`src/design/rtms_pkg.sv`:
```
// Shared types and codes for the right-triangle missing-side block.
// No dependencies; every other file of the block but rtms_req_if imports this package.
`timescale 1ns / 1ps

package rtms_pkg;

	// Width of the side value and of the code fields in a result word
	localparam int SIDE_BITS = 16;
	localparam int CODE_BITS = 2;

	// Which side was computed
	localparam logic [CODE_BITS-1:0] SIDE_OPP = 2'd0;
	localparam logic [CODE_BITS-1:0] SIDE_ADJ = 2'd1;
	localparam logic [CODE_BITS-1:0] SIDE_HYP = 2'd2;

	// Result status
	localparam logic [CODE_BITS-1:0] ST_OK     = 2'd0;
	localparam logic [CODE_BITS-1:0] ST_PARAM  = 2'd1;
	localparam logic [CODE_BITS-1:0] ST_LEG_GT = 2'd2;

	// Sideband that rides along the square-root pipeline
	typedef struct packed {
		logic [CODE_BITS-1:0] which;
		logic [CODE_BITS-1:0] status;
	} rtms_tag_t;

endpackage

```
`src/design/rtms_isqrt.sv`:
```
// Pipelined integer square root, one root bit per register stage.
// Depends on rtms_pkg for the sideband tag type.
`timescale 1ns / 1ps

module rtms_isqrt
	import rtms_pkg::*;
#(
	parameter int ROOT_BITS = 16
) (
	input  logic                   clk,
	input  logic                   arst_n,
	input  logic                   in_valid,
	output logic                   in_ready,
	input  logic [2*ROOT_BITS-1:0] in_rad,
	input  rtms_tag_t              in_tag,
	output logic                   out_valid,
	input  logic                   out_ready,
	output logic [ROOT_BITS-1:0]   out_root,
	output rtms_tag_t              out_tag
);

	localparam int RW   = 2 * ROOT_BITS;
	localparam int REMW = ROOT_BITS + 2;
	localparam int TW   = REMW + 2;

	// index 0 is the input, index k+1 is the register of stage k
	logic                 valid_p [0:ROOT_BITS];
	logic [RW-1:0]        rad_p   [0:ROOT_BITS];
	logic [REMW-1:0]      rem_p   [0:ROOT_BITS];
	logic [ROOT_BITS-1:0] root_p  [0:ROOT_BITS];
	rtms_tag_t            tag_p   [0:ROOT_BITS];
	logic                 adv     [0:ROOT_BITS];

	assign valid_p[0] = in_valid;
	assign rad_p[0]   = in_rad;
	assign rem_p[0]   = '0;
	assign root_p[0]  = '0;
	assign tag_p[0]   = in_tag;
	assign adv[ROOT_BITS] = out_ready;
	assign in_ready = adv[0];

	for (genvar k = 0; k < ROOT_BITS; k++) begin : g_stage
		logic                 valid_s;
		logic [RW-1:0]        rad_s;
		logic [REMW-1:0]      rem_s;
		logic [ROOT_BITS-1:0] root_s;
		rtms_tag_t            tag_s;
		logic [TW-1:0]        cur;
		logic [TW-1:0]        trial;
		logic                 ge;
		logic [TW-1:0]        diff;

		// a stage moves when it is empty or the next one moves
		assign adv[k] = !valid_s || adv[k+1];

		// bring down two radicand bits and try root*4+1
		always_comb begin
			cur   = {rem_p[k], rad_p[k][RW-1 -: 2]};
			trial = TW'({root_p[k], 2'b01});
			ge    = (cur >= trial);
			diff  = cur - trial;
		end

		always_ff @(posedge clk or negedge arst_n) begin
			if (!arst_n) begin
				valid_s <= 1'b0;
			end else if (adv[k]) begin
				valid_s <= valid_p[k];
			end
		end

		always_ff @(posedge clk) begin
			if (adv[k]) begin
				rad_s  <= {rad_p[k][RW-3:0], 2'b00};
				rem_s  <= ge ? diff[REMW-1:0] : cur[REMW-1:0];
				root_s <= {root_p[k][ROOT_BITS-2:0], ge};
				tag_s  <= tag_p[k];
			end
		end

		assign valid_p[k+1] = valid_s;
		assign rad_p[k+1]   = rad_s;
		assign rem_p[k+1]   = rem_s;
		assign root_p[k+1]  = root_s;
		assign tag_p[k+1]   = tag_s;
	end

	assign out_valid = valid_p[ROOT_BITS];
	assign out_root  = root_p[ROOT_BITS];
	assign out_tag   = tag_p[ROOT_BITS];

	// remainder never exceeds twice the partial root
	a_rem_bound: assert property (@(posedge clk) disable iff (!arst_n)
		valid_p[ROOT_BITS] |-> ({1'b0, rem_p[ROOT_BITS]} <= {2'b00, root_p[ROOT_BITS], 1'b0}))
		else $error("isqrt remainder out of range");

	// first stage yields a single root bit
	a_first_root: assert property (@(posedge clk) disable iff (!arst_n)
		valid_p[1] |-> (root_p[1][ROOT_BITS-1:1] == '0))
		else $error("isqrt first stage root too wide");

endmodule

```
`config.mk`:
```
export PLATFORM = sky130hd
export DESIGN_NAME = rtms_isqrt
export DESIGN_NICKNAME = d
export VERILOG_FILES = /design/src/design/rtms_pkg.sv /design/src/design/rtms_isqrt.sv
export SDC_FILE = /design/constraint.sdc
export NUM_CORES = 1
export LEC_CHECK = 0
export ABC_AREA = 1
export BUFFER_PORTS_ARGS = -buffer_cell sky130_fd_sc_hd__buf_2
export CAP_MARGIN = 20
export CORE_ASPECT_RATIO = 0.5
export CORE_MARGIN = 10
export CORE_UTILIZATION = 35
export CTS_CLUSTER_DIAMETER = 60
export DETAILED_ROUTE_END_ITERATION = 16
export MAX_ROUTING_LAYER = met4
export SKIP_LAST_GASP = 1
export SYNTH_ARGS = -nofsm -noshare
export SYNTH_HDL_FRONTEND = slang
export SYNTH_SLANG_ARGS = --single-unit
```
`constraint.sdc`:
```
create_clock -name clk -period 10 [get_ports clk]
set_input_delay 0.5 -clock clk [delete_from_list [all_inputs] [get_ports clk]]
set_output_delay 0.5 -clock clk [all_outputs]
set_load 0.02 [all_outputs]
```
==> results.md, run 1 <==
* # port buffers at 61
* Hold crit path type: in2reg
* Routed Wire Length at 58400 um
* Crit path DAT at 4.22 ns
* H-tree depth at 3
* Sequential power share at 0.499
* CP max FO at 51
* Largest net degree at the start of global routing at 52
* Pins over their slew limit at 0
* Avg Inst Size Synth at 11.6 um2
* Sum Neg Setup Slack at 0 ns
* Commonest non-fill, non-tap cell in the layout: edfxtp_1
* Max clock buf depth at 3
* CP startpoint kind: flop
* Die area at 108000 um2
* PwrDens at 267 nW/um2
* Max Freq at 0.212 GHz
* Cell Int Power at 0.00677 W
* Max_slew headroom at 0.351
* Initial core utilization at 0.354
* Clk pwr share at 0.248
* Number of global-route vias before repair at 19.6k
* Outcome: finished, final reports clean
* Hold Crit Endpoint: g_stage[0].rad_s[19]
* Yosys reg bits at 706
* Die height at 237 um
* R2r setup slk at 6.21 ns
* Hold path depth at 1
* Wire length of the first global-routing pass at 95400 um
* Post-synth EDFFs at 690
* Commonest cells after routing, fill and taps aside: 690 x edfxtp_1, 499 x nand2_1, 402 x inv_1
* Switching power at 0.00311 W
* R2R depth at 11
* Post-placement cell count at 4147
* Die X at 455 um
* Grt peak-use layer: met2
* Leak at 15.3 nW
* Row Count at 79
* Core footprint at 93300 um2
* Avg WL per Cell at 13.7 um
* Worst Setup End Kind: primary output
* Nets at 3158
* GP Congestion at 0.884
* Post-synth top area share at 0.627
* Combinational Power Share at 0.253
* Area after DPL at 34800 um2
* Fill cells at 8801
* Clock-pin slew on the worst setup and hold paths at 0.07 ns
* Largest family of logic cells by synthesized area: simple AND/OR/NAND/NOR gates
* RR Endpoint: g_stage[2].rem_s[4]
* CTS Sinks at 706
* RSZ-0062 raised after global routing: no
* Post-synthesis mux area share at 0
* Post-CTS Resized at 0
* TritonCTS clock tree: done
* Worst-Margin Slew at 0.969 ns
* Root Buffer: clkbuf_16
* Antenna Nets Post-Route at 0
* Detail-routed via count per cell at 4.51
* Post-Synth Simple-Gate Area at 0.131
* GR met3 Demand/Resource at 0.0233
* DR DRC count at 0
* Initial DRC Count at 856
* HPWL after DPL at 44300 um
* YS warnings at 0
* Compound-gate portion of the synthesized area at 0.0772
* VDD IR-drop max at 0.140 mV
* Met2 Track Usage GR at 0.191
* Ys async rst share at 0.0227
* Hold Fails Final Rpt at 0
* Syn nets at 3035
* Share of cells above drive strength 1 at 0.106
* Top_reg_cell synth: edfxtp_1
* Max Clock Skew at 0.0156 ns
* Synth area leader: edfxtp_1
* GRT Residual Overflow at 0
* TritonCTS Buffers at 66
* Fin crit share at 0.472
* Yosys cell types at 65
* Worst EP required at 9.50 ns
* Antenna fix cells at 0
* R2R Path Start: g_stage[14].valid_s
* Hold Path Origin: in_rad[17]
* Switching share of power at 0.315
* Area growth syn-to-layout at 11.9%
* Max_cap viols at 0
* Crit Path Category: reg2out
* DRT Pass-1 Iters at 5
* Synth Area in Adders at 0.0579
* Post-synthesis xor/xnor area fraction at 0.0408
* Post-Layout Inst Area at 37000 um2
* Post-Layout Cell Count at 4270
* Sequential share of the synthesized area at 0.639
* Total track usage at 0.110
* Post-layout min period at 4.72 ns
* Initial antenna violation count at 0
* Via count at 19.3k
* Synth Instances at 2842
* Post-Syn Area at 33100 um2
* Area contributors post-synth: edfxtp_1 63%, ha_1 5.8%, nand2_1 5.7%, inv_1 4.6%, xor2_1 2.5%
* Setup violators final at 0
* Io pins at 62
* Later-pin clock latency in the skew report at 0.62 ns
* GRT met1 Usage at 0.126
[critical path, stage by stage, from the launching register on]
cell and delay [ns]:
dfrtp_1 0.40, nand4_2 0.10, buf_4 0.29, nor3_2 0.27, nand4_2 0.13, buf_4 0.33
nor2_4 0.24, nand4_4 0.08, buf_4 0.33, nor2_4 0.25, nand4_2 0.44, buf_4 0.43
buf_2 0.21
[cell usage after synthesis (all sizes together) (6+ instances only)]
library cell  number
edfxtp           690
nand2            515
inv              415
nor2             197
o21ai            194
a21oi            158
ha               153
nand3            115
xor2              93
xnor2             61
nor3              40
nand4             36
or2               34
buf               20
nor4              19
dfrtp             16
o21bai            13
nand3b            12
a31oi             11
a21o              10
a211oi             8
o211ai             8
a21boi             6
[area by class of cell]
type	instances	area [um2]	area share
multi-input combinational	1699	10200	0.275
timing repair buffer	77	468	0.0126
inverter	415	1580	0.0426
tap	1255	1570	0.0424
clock buffer	86	1790	0.0483
clock inverter	32	307	0.00828
sequential	706	21100	0.571
[per-layer routing]
layer | up-vias | routed length, um
li1 | 10051 | -
met1 | 8857 | 25700
met2 | 245 | 29100
met3 | 117 | 1870
met4 | 0 | 1820
met5 | - | 0
[repair_timing]
| action | CTS | global route |
|---|---|---|
| endpoints found under the hold margin | 17 | 0 |
| hold buffers | 2 | 0 |
| setup buffers | 0 | 0 |
[flip-flops by register name (all words and copies together) (netlist names)]
register and cells:
out_root 16, out_valid 1, g_stage.rem_s 250, g_stage.rad_s 240
g_stage.root_s 120, g_stage.tag_s 60, g_stage.valid_s 15, out_tag 4
[cell families after synthesis]
kind of cell / count (synthesis)
AOI/OAI and AO/OA: 418
xor gates and xnor gates: 154
and+or+nand+nor: 973
buffers and inverters: 437
other: 1
DFF: 706
adders and majority gates: 153
[power groups by stage]
stage / clock network (W) / registers [W] / logic, W
after floorplan: 0 / 0.00483 / 0.00198
after global placement: 0 / 0.00499 / 0.00244
after detailed placement: 0 / 0.00501 / 0.00250
after CTS: 0.00254 / 0.00494 / 0.00251
after global routing: 0.00267 / 0.00503 / 0.00286
final: 0.00245 / 0.00493 / 0.00250
[per-stage QoR]
stage	hold slack [ns]	utilization	power, W	setup WS, ns
after floorplan	0.204	-	0.00681	4.16
after global placement	0.400	0.373	0.00743	5.66
after detailed placement	0.405	0.373	0.00751	5.60
after CTS	0.0000809	0.396	0.00999	5.14
after global routing	0.00874	0.397	0.0105	4.86
final	0.0593	0.397	0.00988	5.28
[worst max path at each step]
stage                   startpoint                    to  slack [ns]  cells after the start
6_report       g_stage[14].valid_s              in_ready        5.28                     12
5_1_grt                  out_valid              in_ready        4.86                     12
4_1_cts        g_stage[14].valid_s              in_ready        5.14                     12
3_5_place_dp             out_ready              in_ready        5.60                     14
3_3_place_gp             out_ready              in_ready        5.66                     14
2_1_floorplan            out_ready  g_stage[1].rad_s[10]        4.16                      8
(Power assumes the default switching activity.)
==> run 2, diff against run 1 <==
--- a/config.mk
+++ b/config.mk
@@ -5,7 +5,7 @@
 export SDC_FILE = /design/constraint.sdc
 export NUM_CORES = 1
 export LEC_CHECK = 0
-export ABC_AREA = 1
+export ABC_AREA = 0
 export BUFFER_PORTS_ARGS = -buffer_cell sky130_fd_sc_hd__buf_2
 export CAP_MARGIN = 20
 export CORE_ASPECT_RATIO = 0.5
==> constraint.sdc (replaced) <==
create_clock -name clk -period 4.4 [get_ports clk]
set_input_delay 0.22 -clock clk [delete_from_list [all_inputs] [get_ports clk]]
set_output_delay 0.22 -clock clk [all_outputs]
set_load 0.02 [all_outputs]
==> run 2 against run 1 <==
Against the previous run:
- register-to-register slack lost 5.2 ns
- clock skew grew 0.0053 ns
- global-route usage shrank 1.2 points
- first-iteration DRC count grew 20%
- sequential share of layout area grew 2.4 points
- count of clock-buffer cells in the layout shrank 17
- final area shrank 4.0%
- worst hold slack lost 0.014 ns
- largest cell class unchanged
==> results.md, run 2 <==
* Outcome: finished, final reports clean (unchanged)
* Post-synth EDFFs at 690 (unchanged)
* Most flop-heavy register: g_stage.rem_s (unchanged)
* Post-layout min period at 3.84 ns
* Setup violators final at 0 (unchanged)
* Hold crit path type: in2reg (unchanged)
* Later-pin clock latency in the skew report at 0.62 ns (about the same)
* Switching power at 0.00516 W (was 0.00311 W)
* RR Endpoint: g_stage[13].rem_s[4] (was g_stage[2].rem_s[4])
* Max_cap viols at 0 (unchanged)
* Clk pwr share at 0.290 (was 0.248)
* R2R depth at 7 (was 11)
* GRT Residual Overflow at 0 (unchanged)
* Max clock buf depth at 3 (unchanged)
* DRT Pass-1 Iters at 5 (unchanged)
* Avg Inst Size Synth at 13.8 um2 (was 11.6 um2)
* CP max FO at 50 (was 51)
* Area growth syn-to-layout at 14.0% (was 11.9%)
* Post-placement cell count at 3495 (was 4147)
* Cell Int Power at 0.0139 W (was 0.00677 W)
* TritonCTS clock tree: done (unchanged)
* VDD IR-drop max at 0.336 mV (was 0.140 mV)
* Clock-pin slew on the worst setup and hold paths at 0.06 ns (was 0.07 ns)
* Hold Fails Final Rpt at 0 (unchanged)
* Die X at 442 um (was 455 um)
* Die area at 102000 um2 (was 108000 um2)
* Antenna fix cells at 0 (unchanged)
* Via count at 16.9k (was 19.3k)
* CP startpoint kind: flop (unchanged)
* Routed Wire Length at 49600 um (was 58400 um)
* Initial antenna violation count at 0 (unchanged)
* Share of cells above drive strength 1 at 0.0970 (was 0.106)
* Area contributors post-synth: edfxtp_1 67%, ha_1 6.1%, xnor2_1 2.6%, xor2_1 2.6%, inv_1 2.3% (was edfxtp_1 63%, ha_1 5.8%, nand2_1 5.7%, inv_1 4.6%, xor2_1 2.5%)
* Pins over their slew limit at 0 (unchanged)
* Hold path depth at 3 (was 1)
* Post-synth top area share at 0.665 (was 0.627)
* DR DRC count at 0 (unchanged)
* Worst-Margin Slew at 1.03 ns (was 0.969 ns)
* RSZ-0062 raised after global routing: no (unchanged)
* Max_slew headroom at 0.313 (was 0.351)
* Total track usage at 0.0978 (was 0.110)
* Detail-routed via count per cell at 4.62 (was 4.51)
* Crit path DAT at 3.62 ns (was 4.22 ns)
* Die height at 231 um (was 237 um)
* Max Freq at 0.260 GHz
* # port buffers at 61 (unchanged)
* Worst Setup End Kind: primary output (unchanged)
* Post-Route Hold Slack at 0.0457 ns (was 0.0593 ns)
* CTS Sinks at 706 (unchanged)
* Largest net degree at the start of global routing at 53 (was 52)
* Initial core utilization at 0.353 (was 0.354)
* Leak at 13.9 nW (was 15.3 nW)
* Yosys reg bits at 706 (unchanged)
* Worst EP required at 4.18 ns (was 9.50 ns)
* TritonCTS Buffers at 60 (was 66)
* Syn nets at 2454 (was 3035)
* Sequential share of the synthesized area at 0.678 (was 0.639)
* Hold Crit Endpoint: out_valid (was g_stage[0].rad_s[19])
* Top_reg_cell synth: edfxtp_1 (unchanged)
* Max Clock Skew at 0.0208 ns (was 0.0156 ns)
* Root Buffer: clkbuf_16 (unchanged)
* Wire length of the first global-routing pass at 82900 um (was 95400 um)
* Post-Syn Area at 31100 um2 (was 33100 um2)
* PwrDens at 537 nW/um2 (was 267 nW/um2)
* YS warnings at 0 (unchanged)
* Io pins at 62 (unchanged)
* Ys async rst share at 0.0227 (unchanged)
* HPWL after DPL at 35600 um (was 44300 um)
* Number of global-route vias before repair at 17.1k (was 19.6k)
* Post-Layout Cell Count at 3648 (was 4270)
* Most frequent cell after synthesis: edfxtp_1 (unchanged)
* Synth Instances at 2261 (was 2842)
* Fin crit share at 0.873
* Synth area leader: edfxtp_1 (unchanged)
* Crit Path Category: reg2out (unchanged)
* Largest regs: g_stage.rem_s: 250 flops, g_stage.rad_s: 240 flops, g_stage.root_s: 120 flops (unchanged)
* GP Congestion at 0.859 (was 0.884)
* Nets at 2608 (was 3158)
* Antenna Nets Post-Route at 0 (unchanged)
* Max reg flops at 250 (unchanged)
* Initial DRC Count at 1030 (was 856)
* Pre-CTS setup slack at 0.877 ns (was 5.60 ns)
* Sequential power share at 0.524 (was 0.499)
* Slack of the critical path at 0.559 ns (was 5.28 ns)
* Combinational Power Share at 0.186 (was 0.253)
* Commonest cells after routing, fill and taps aside: 690 x edfxtp_1, 193 x inv_1, 153 x ha_1 (was 690 x edfxtp_1, 499 x nand2_1, 402 x inv_1)
* Pwr Total at 0.0191 W (was 0.00988 W)
* Synth top cells by count: 690 x edfxtp_1, 195 x inv_1, 153 x ha_1 (was 690 x edfxtp_1, 502 x nand2_1, 403 x inv_1)
* R2R Path Start: g_stage[12].rem_s[0] (was g_stage[14].valid_s)
* Commonest non-fill, non-tap cell in the layout: edfxtp_1 (unchanged)
* Switching share of power at 0.271 (was 0.315)
* Yosys cell types at 77 (was 65)
* Hold Path Origin: out_ready (was in_rad[17])
* Row Count at 77 (was 79)
* Avg WL per Cell at 13.6 um (was 13.7 um)
* H-tree depth at 2 (was 3)
* Core footprint at 88200 um2 (was 93300 um2)
* R2r setup slk at 1.01 ns (was 6.21 ns)
==> run 2: worst max-delay path by stage <==
stage,startpoint,end,slack [ns],cells after the start
global placement,g_stage[13].valid_s,in_ready,0.89,9
floorplan,out_valid,g_stage[0].rad_s[10],-1.11,8
finish,g_stage[13].valid_s,in_ready,0.56,9
global route,out_valid,in_ready,0.27,9
CTS,out_valid,in_ready,0.19,9
detailed placement,out_ready,in_ready,0.88,10
==> run 2: worst max-delay path, stage by stage (launching register included) <==
cell and delay (ns):
dfrtp_1 0.39, and3_1 0.27, nand2_8 0.23, nor2_4 0.25, clkinvlp_4 0.12, or3_4 0.60, nor2_4 0.24, nand4_1 0.15
or2_4 0.48, buf_2 0.25
==> run 2: through the flow <==
step / util / instance area (um2) / TNS [ns]
floorplan: - / 31200 / -69.97
global placement: 0.374 / 33000 / 0
detailed placement: 0.374 / 33000 / 0
CTS: 0.402 / 35400 / 0
global route: 0.402 / 35500 / 0
finish: 0.402 / 35500 / 0
==> run 2: kinds of logic after synthesis <==
group / count (synthesis) / synth area share
other: 1 / 0.000120
DFF: 706 / 0.678
muxes: 25 / 0.00876
buffers and inverters: 221 / 0.0270
and+or+nand+nor: 572 / 0.0933
adders and majority gates: 153 / 0.0615
xor gates and xnor gates: 182 / 0.0512
AOI/OAI and AO/OA: 401 / 0.0801
==> run 2: layer usage <==
layer / global-route usage / share of wire / routed length [um]
met1: 0.120 / 0.47 / 23200
met2: 0.163 / 0.47 / 23200
met3: 0.0201 / 0.036 / 1760
met4: 0.0289 / 0.027 / 1340
met5: - / 0 / 0
==> run 2: timing repair <==
action / CTS / global route
endpoints found under the hold margin: 54 / 0
resized for setup: 0 / 1
buffers inserted: 0 / 0
hold buffers: 39 / 0
setup endpoints to repair: 0 / 1
==> run 2: power by group through the flow <==
| stage | combinational, W | sequential (W) | clock (W) |
|---|---|---|---|
| detailed placement | 0.00351 | 0.0102 | 0 |
| global route | 0.00404 | 0.0102 | 0.00604 |
| CTS | 0.00356 | 0.0100 | 0.00572 |
| global placement | 0.00343 | 0.0101 | 0 |
| floorplan | 0.00280 | 0.00988 | 0 |
| finish | 0.00356 | 0.0100 | 0.00553 |
==> run 2: cell type report <==
class / instances / area [um2]
repair buffers: 118 / 871
clock buffers: 69 / 1560
inverters: 195 / 736
flip-flops and latches: 706 / 21100
multi-input cells: 1334 / 9260
clock inverters: 41 / 492
well taps: 1185 / 1480
fillers: 8127 / 52700
==> run 3, diff against run 2 <==
--- a/config.mk
+++ b/config.mk
@@ -11,6 +11,7 @@
 export CORE_ASPECT_RATIO = 0.5
 export CORE_MARGIN = 10
 export CORE_UTILIZATION = 35
+export CTS_BUF_LIST = sky130_fd_sc_hd__clkbuf_4
 export CTS_CLUSTER_DIAMETER = 60
 export DETAILED_ROUTE_END_ITERATION = 16
 export MAX_ROUTING_LAYER = met4
==> constraint.sdc (replaced) <==
create_clock -name clk -period 3.4 [get_ports clk]
set_input_delay 0.17 -clock clk [delete_from_list [all_inputs] [get_ports clk]]
set_output_delay 0.17 -clock clk [all_outputs]
set_load 0.02 [all_outputs]
==> run 3 against run 2 <==
Against the previous run:
- count of clock-buffer cells in the layout is 163 higher
- final cell count is 6.2% higher
- worst hold slack better by 0.12 ns
- combinational power is 31% higher
- power is 26% higher
- utilization is 0.47 points higher
- critical path type unchanged
- die area stayed put
- sequential share of layout area is 0.69 points lower
- final area is 1.2% higher
- flip-flop and latch count stayed put
==> results.md, run 3 (synthesis results as in run 2) <==
* CTS Sinks at 706 (unchanged)
* Post-placement cell count at 3507 (was 3495)
* CP cell instances: and3b_2 -> nand2_8 -> nor2_4 -> clkinvlp_4 -> or3_4 -> nor2_4 -> nand4_1 -> or2_4 -> buf_2 (was and3_1 -> nand2_8 -> nor2_4 -> clkinvlp_4 -> or3_4 -> nor2_4 -> nand4_1 -> or2_4 -> buf_2)
* Crit path DAT at 3.04 ns (was 3.62 ns)
* Crit path buf inv count at 2 (unchanged)
* Worst EP required at 3.23 ns (was 4.18 ns)
* HPWL after DPL at 35800 um (was 35600 um)
* Post-layout min period at 3.21 ns
* DRT Pass-1 Iters at 5 (unchanged)
* CP most frequent cell: nor2_4 (unchanged)
* H-tree depth at 4 (was 2)
* Share of cells above drive strength 1 at 0.156 (was 0.0970)
* Hold crit path type: in2reg (unchanged)
* RR Endpoint: g_stage[13].rem_s[6] (was g_stage[13].rem_s[4])
* Max stage delay cell, worst path: or3_4 (unchanged)
* Largest regs: g_stage.rem_s: 250 flops, g_stage.rad_s: 240 flops, g_stage.root_s: 120 flops (unchanged)
* R2r setup slk at 0.32 ns (was 1.01 ns)
* Wire length of the first global-routing pass at 87000 um (was 82900 um)
* Die height at 231 um (unchanged)
* Number of global-route vias before repair at 18.0k (was 17.1k)
* Antenna Nets Post-Route at 0 (unchanged)
* Fill cells at 8212 (was 8127)
* Max_cap viols at 0 (unchanged)
* Fin crit share at 0.944
* Critical path startpoint: out_valid (was g_stage[13].valid_s)
* Max clock buf depth at 3 (unchanged)
* Nets at 2761 (was 2608)
* Die X at 442 um (unchanged)
* Post-Layout Cell Count at 3874 (was 3648)
* Later-pin clock latency in the skew report at 0.94 ns (was 0.62 ns)
* CP max FO at 4 (was 50)
* Die area at 102000 um2 (unchanged)
* Max reg flops at 250 (unchanged)
* Avg WL per Cell at 13.5 um (was 13.6 um)
* Core footprint at 88200 um2 (unchanged)
* Area growth syn-to-layout at 15.4% (was 14.0%)
* Initial DRC Count at 1029 (was 1030)
* Outcome: finished, final reports clean (unchanged)
* Hold Fails Final Rpt at 0 (unchanged)
* VDD IR-drop max at 0.274 mV (was 0.336 mV)
* Clock-pin slew on the worst setup and hold paths at 0.06 ns (about the same)
* Pins over their slew limit at 0 (unchanged)
* Slack of the critical path at 0.191 ns (was 0.559 ns)
* Commonest cells after routing, fill and taps aside: 690 x edfxtp_1, 232 x clkbuf_4, 193 x inv_1 (was 690 x edfxtp_1, 193 x inv_1, 153 x ha_1)
* CP startpoint kind: flop (unchanged)
* Commonest non-fill, non-tap cell in the layout: edfxtp_1 (unchanged)
* Via count at 17.8k (was 16.9k)
* Max incr delay on CP at 0.37 ns (was 0.60 ns)
* Worst Setup End Kind: primary output (unchanged)
* R2R depth at 8 (was 7)
* Largest net degree at the start of global routing at 53 (unchanged)
* Pre-CTS setup slack at 0.315 ns (was 0.877 ns)
* TritonCTS Buffers at 153 (was 60)
* Area after DPL at 33100 um2 (was 33000 um2)
* GRT Residual Overflow at 0 (unchanged)
* Max Clock Skew at 0.0728 ns (was 0.0208 ns)
* Leak at 14.3 nW (was 13.9 nW)
* CP endpoint: in_ready (unchanged)
* Sum Neg Setup Slack at 0 ns (unchanged)
* R2R Path Start: g_stage[12].rem_s[0] (unchanged)
* PwrDens at 668 nW/um2 (was 537 nW/um2)
* WP depth at 9 (unchanged)
* TritonCTS clock tree: done (unchanged)
* Initial antenna violation count at 2 (was 0)
* Worst-Margin Slew at 1.06 ns (was 1.03 ns)
* Detail-routed via count per cell at 4.60 (was 4.62)
* Crit Path Category: reg2out (unchanged)
* Post-Layout Inst Area at 35900 um2 (was 35500 um2)
* Worst path top cell family by delay: simple AND/OR/NAND/NOR gates (unchanged)
* Io pins at 62 (unchanged)
* Total track usage at 0.105 (was 0.0978)
* Max_slew headroom at 0.295 (was 0.313)
* GP Congestion at 0.874 (was 0.859)
* Row Count at 77 (unchanged)
* Max Freq at 0.312 GHz
* # port buffers at 61 (unchanged)
* Most flop-heavy register: g_stage.rem_s (unchanged)
* Root Buffer: clkbuf_4 (was clkbuf_16)
* Routed Wire Length at 52400 um (was 49600 um)
* Setup violators final at 0 (unchanged)
* Initial core utilization at 0.353 (unchanged)
* DR DRC count at 0 (unchanged)
[run 3: stage by stage]
step	total power [W]	utilization	hold slack, ns
final	0.0240	0.407	0.168
after global routing	0.0257	0.407	0.0700
after CTS	0.0243	0.406	0.0112
after detailed placement	0.0177	0.375	0.144
after global placement	0.0176	0.375	0.127
after floorplan	0.0164	-	-0.126
[run 3: worst reg2reg max path, delay by kind of cell, from the launching register on]
kind	cells	cell delay (ns)
DFF	1	0.39
AOI/OAI and AO/OA	5	1.63
and+or+nand+nor	1	0.16
adders and majority gates	1	0.36
buffers and inverters	1	0.28
[run 3: timing repair]
action,in CTS,in global routing
setup endpoints to repair,1,1
resized for setup,1,1
setup buffers,1,11
hold buffers,79,0
pin swaps,1,5
endpoints found under the hold margin,56,0
[run 3: worst min path at each step]
stage	slack (ns)	endpoint	cells after the start	start
after global routing	0.07	g_stage[0].rem_s[1]	3	in_rad[31]
after floorplan	-0.13	g_stage[0].valid_s	0	arst_n
final	0.17	g_stage[0].rem_s[0]	3	in_rad[31]
after global placement	0.13	g_stage[8].valid_s	1	arst_n
after CTS	0.01	g_stage[0].rem_s[1]	3	in_rad[31]
after detailed placement	0.14	g_stage[8].valid_s	1	arst_n
[run 3: layout make-up]
cell class	count	area, um2	area share
antenna	4	10.0	0.000279
clock buffer	232	1740	0.0485
clock inverter	40	201	0.00561
inverter	195	736	0.0205
multi-input combinational	1334	9260	0.258
sequential	706	21100	0.588
tap	1185	1480	0.0413
timing repair buffer	178	1380	0.0384
[run 3: per-layer routing]
layer	track usage	vias to the layer above	routed length, um
met5	-	-	0
li1	-	9080	-
met1	0.125	8253	24000
met3	0.0285	116	2520
met4	0.0436	0	1320
met2	0.168	353	24600
[run 3: power breakdown]
part / switching (W) / internal (W) / total [W] / leakage [nW]
Clock: 0.00327 / 0.00314 / 0.00641 / 1.15
Sequential: 0.00103 / 0.0119 / 0.0129 / 7.05
Combinational: 0.00257 / 0.00209 / 0.00467 / 6.14
Total: 0.00687 / 0.0171 / 0.0240 / 14.3
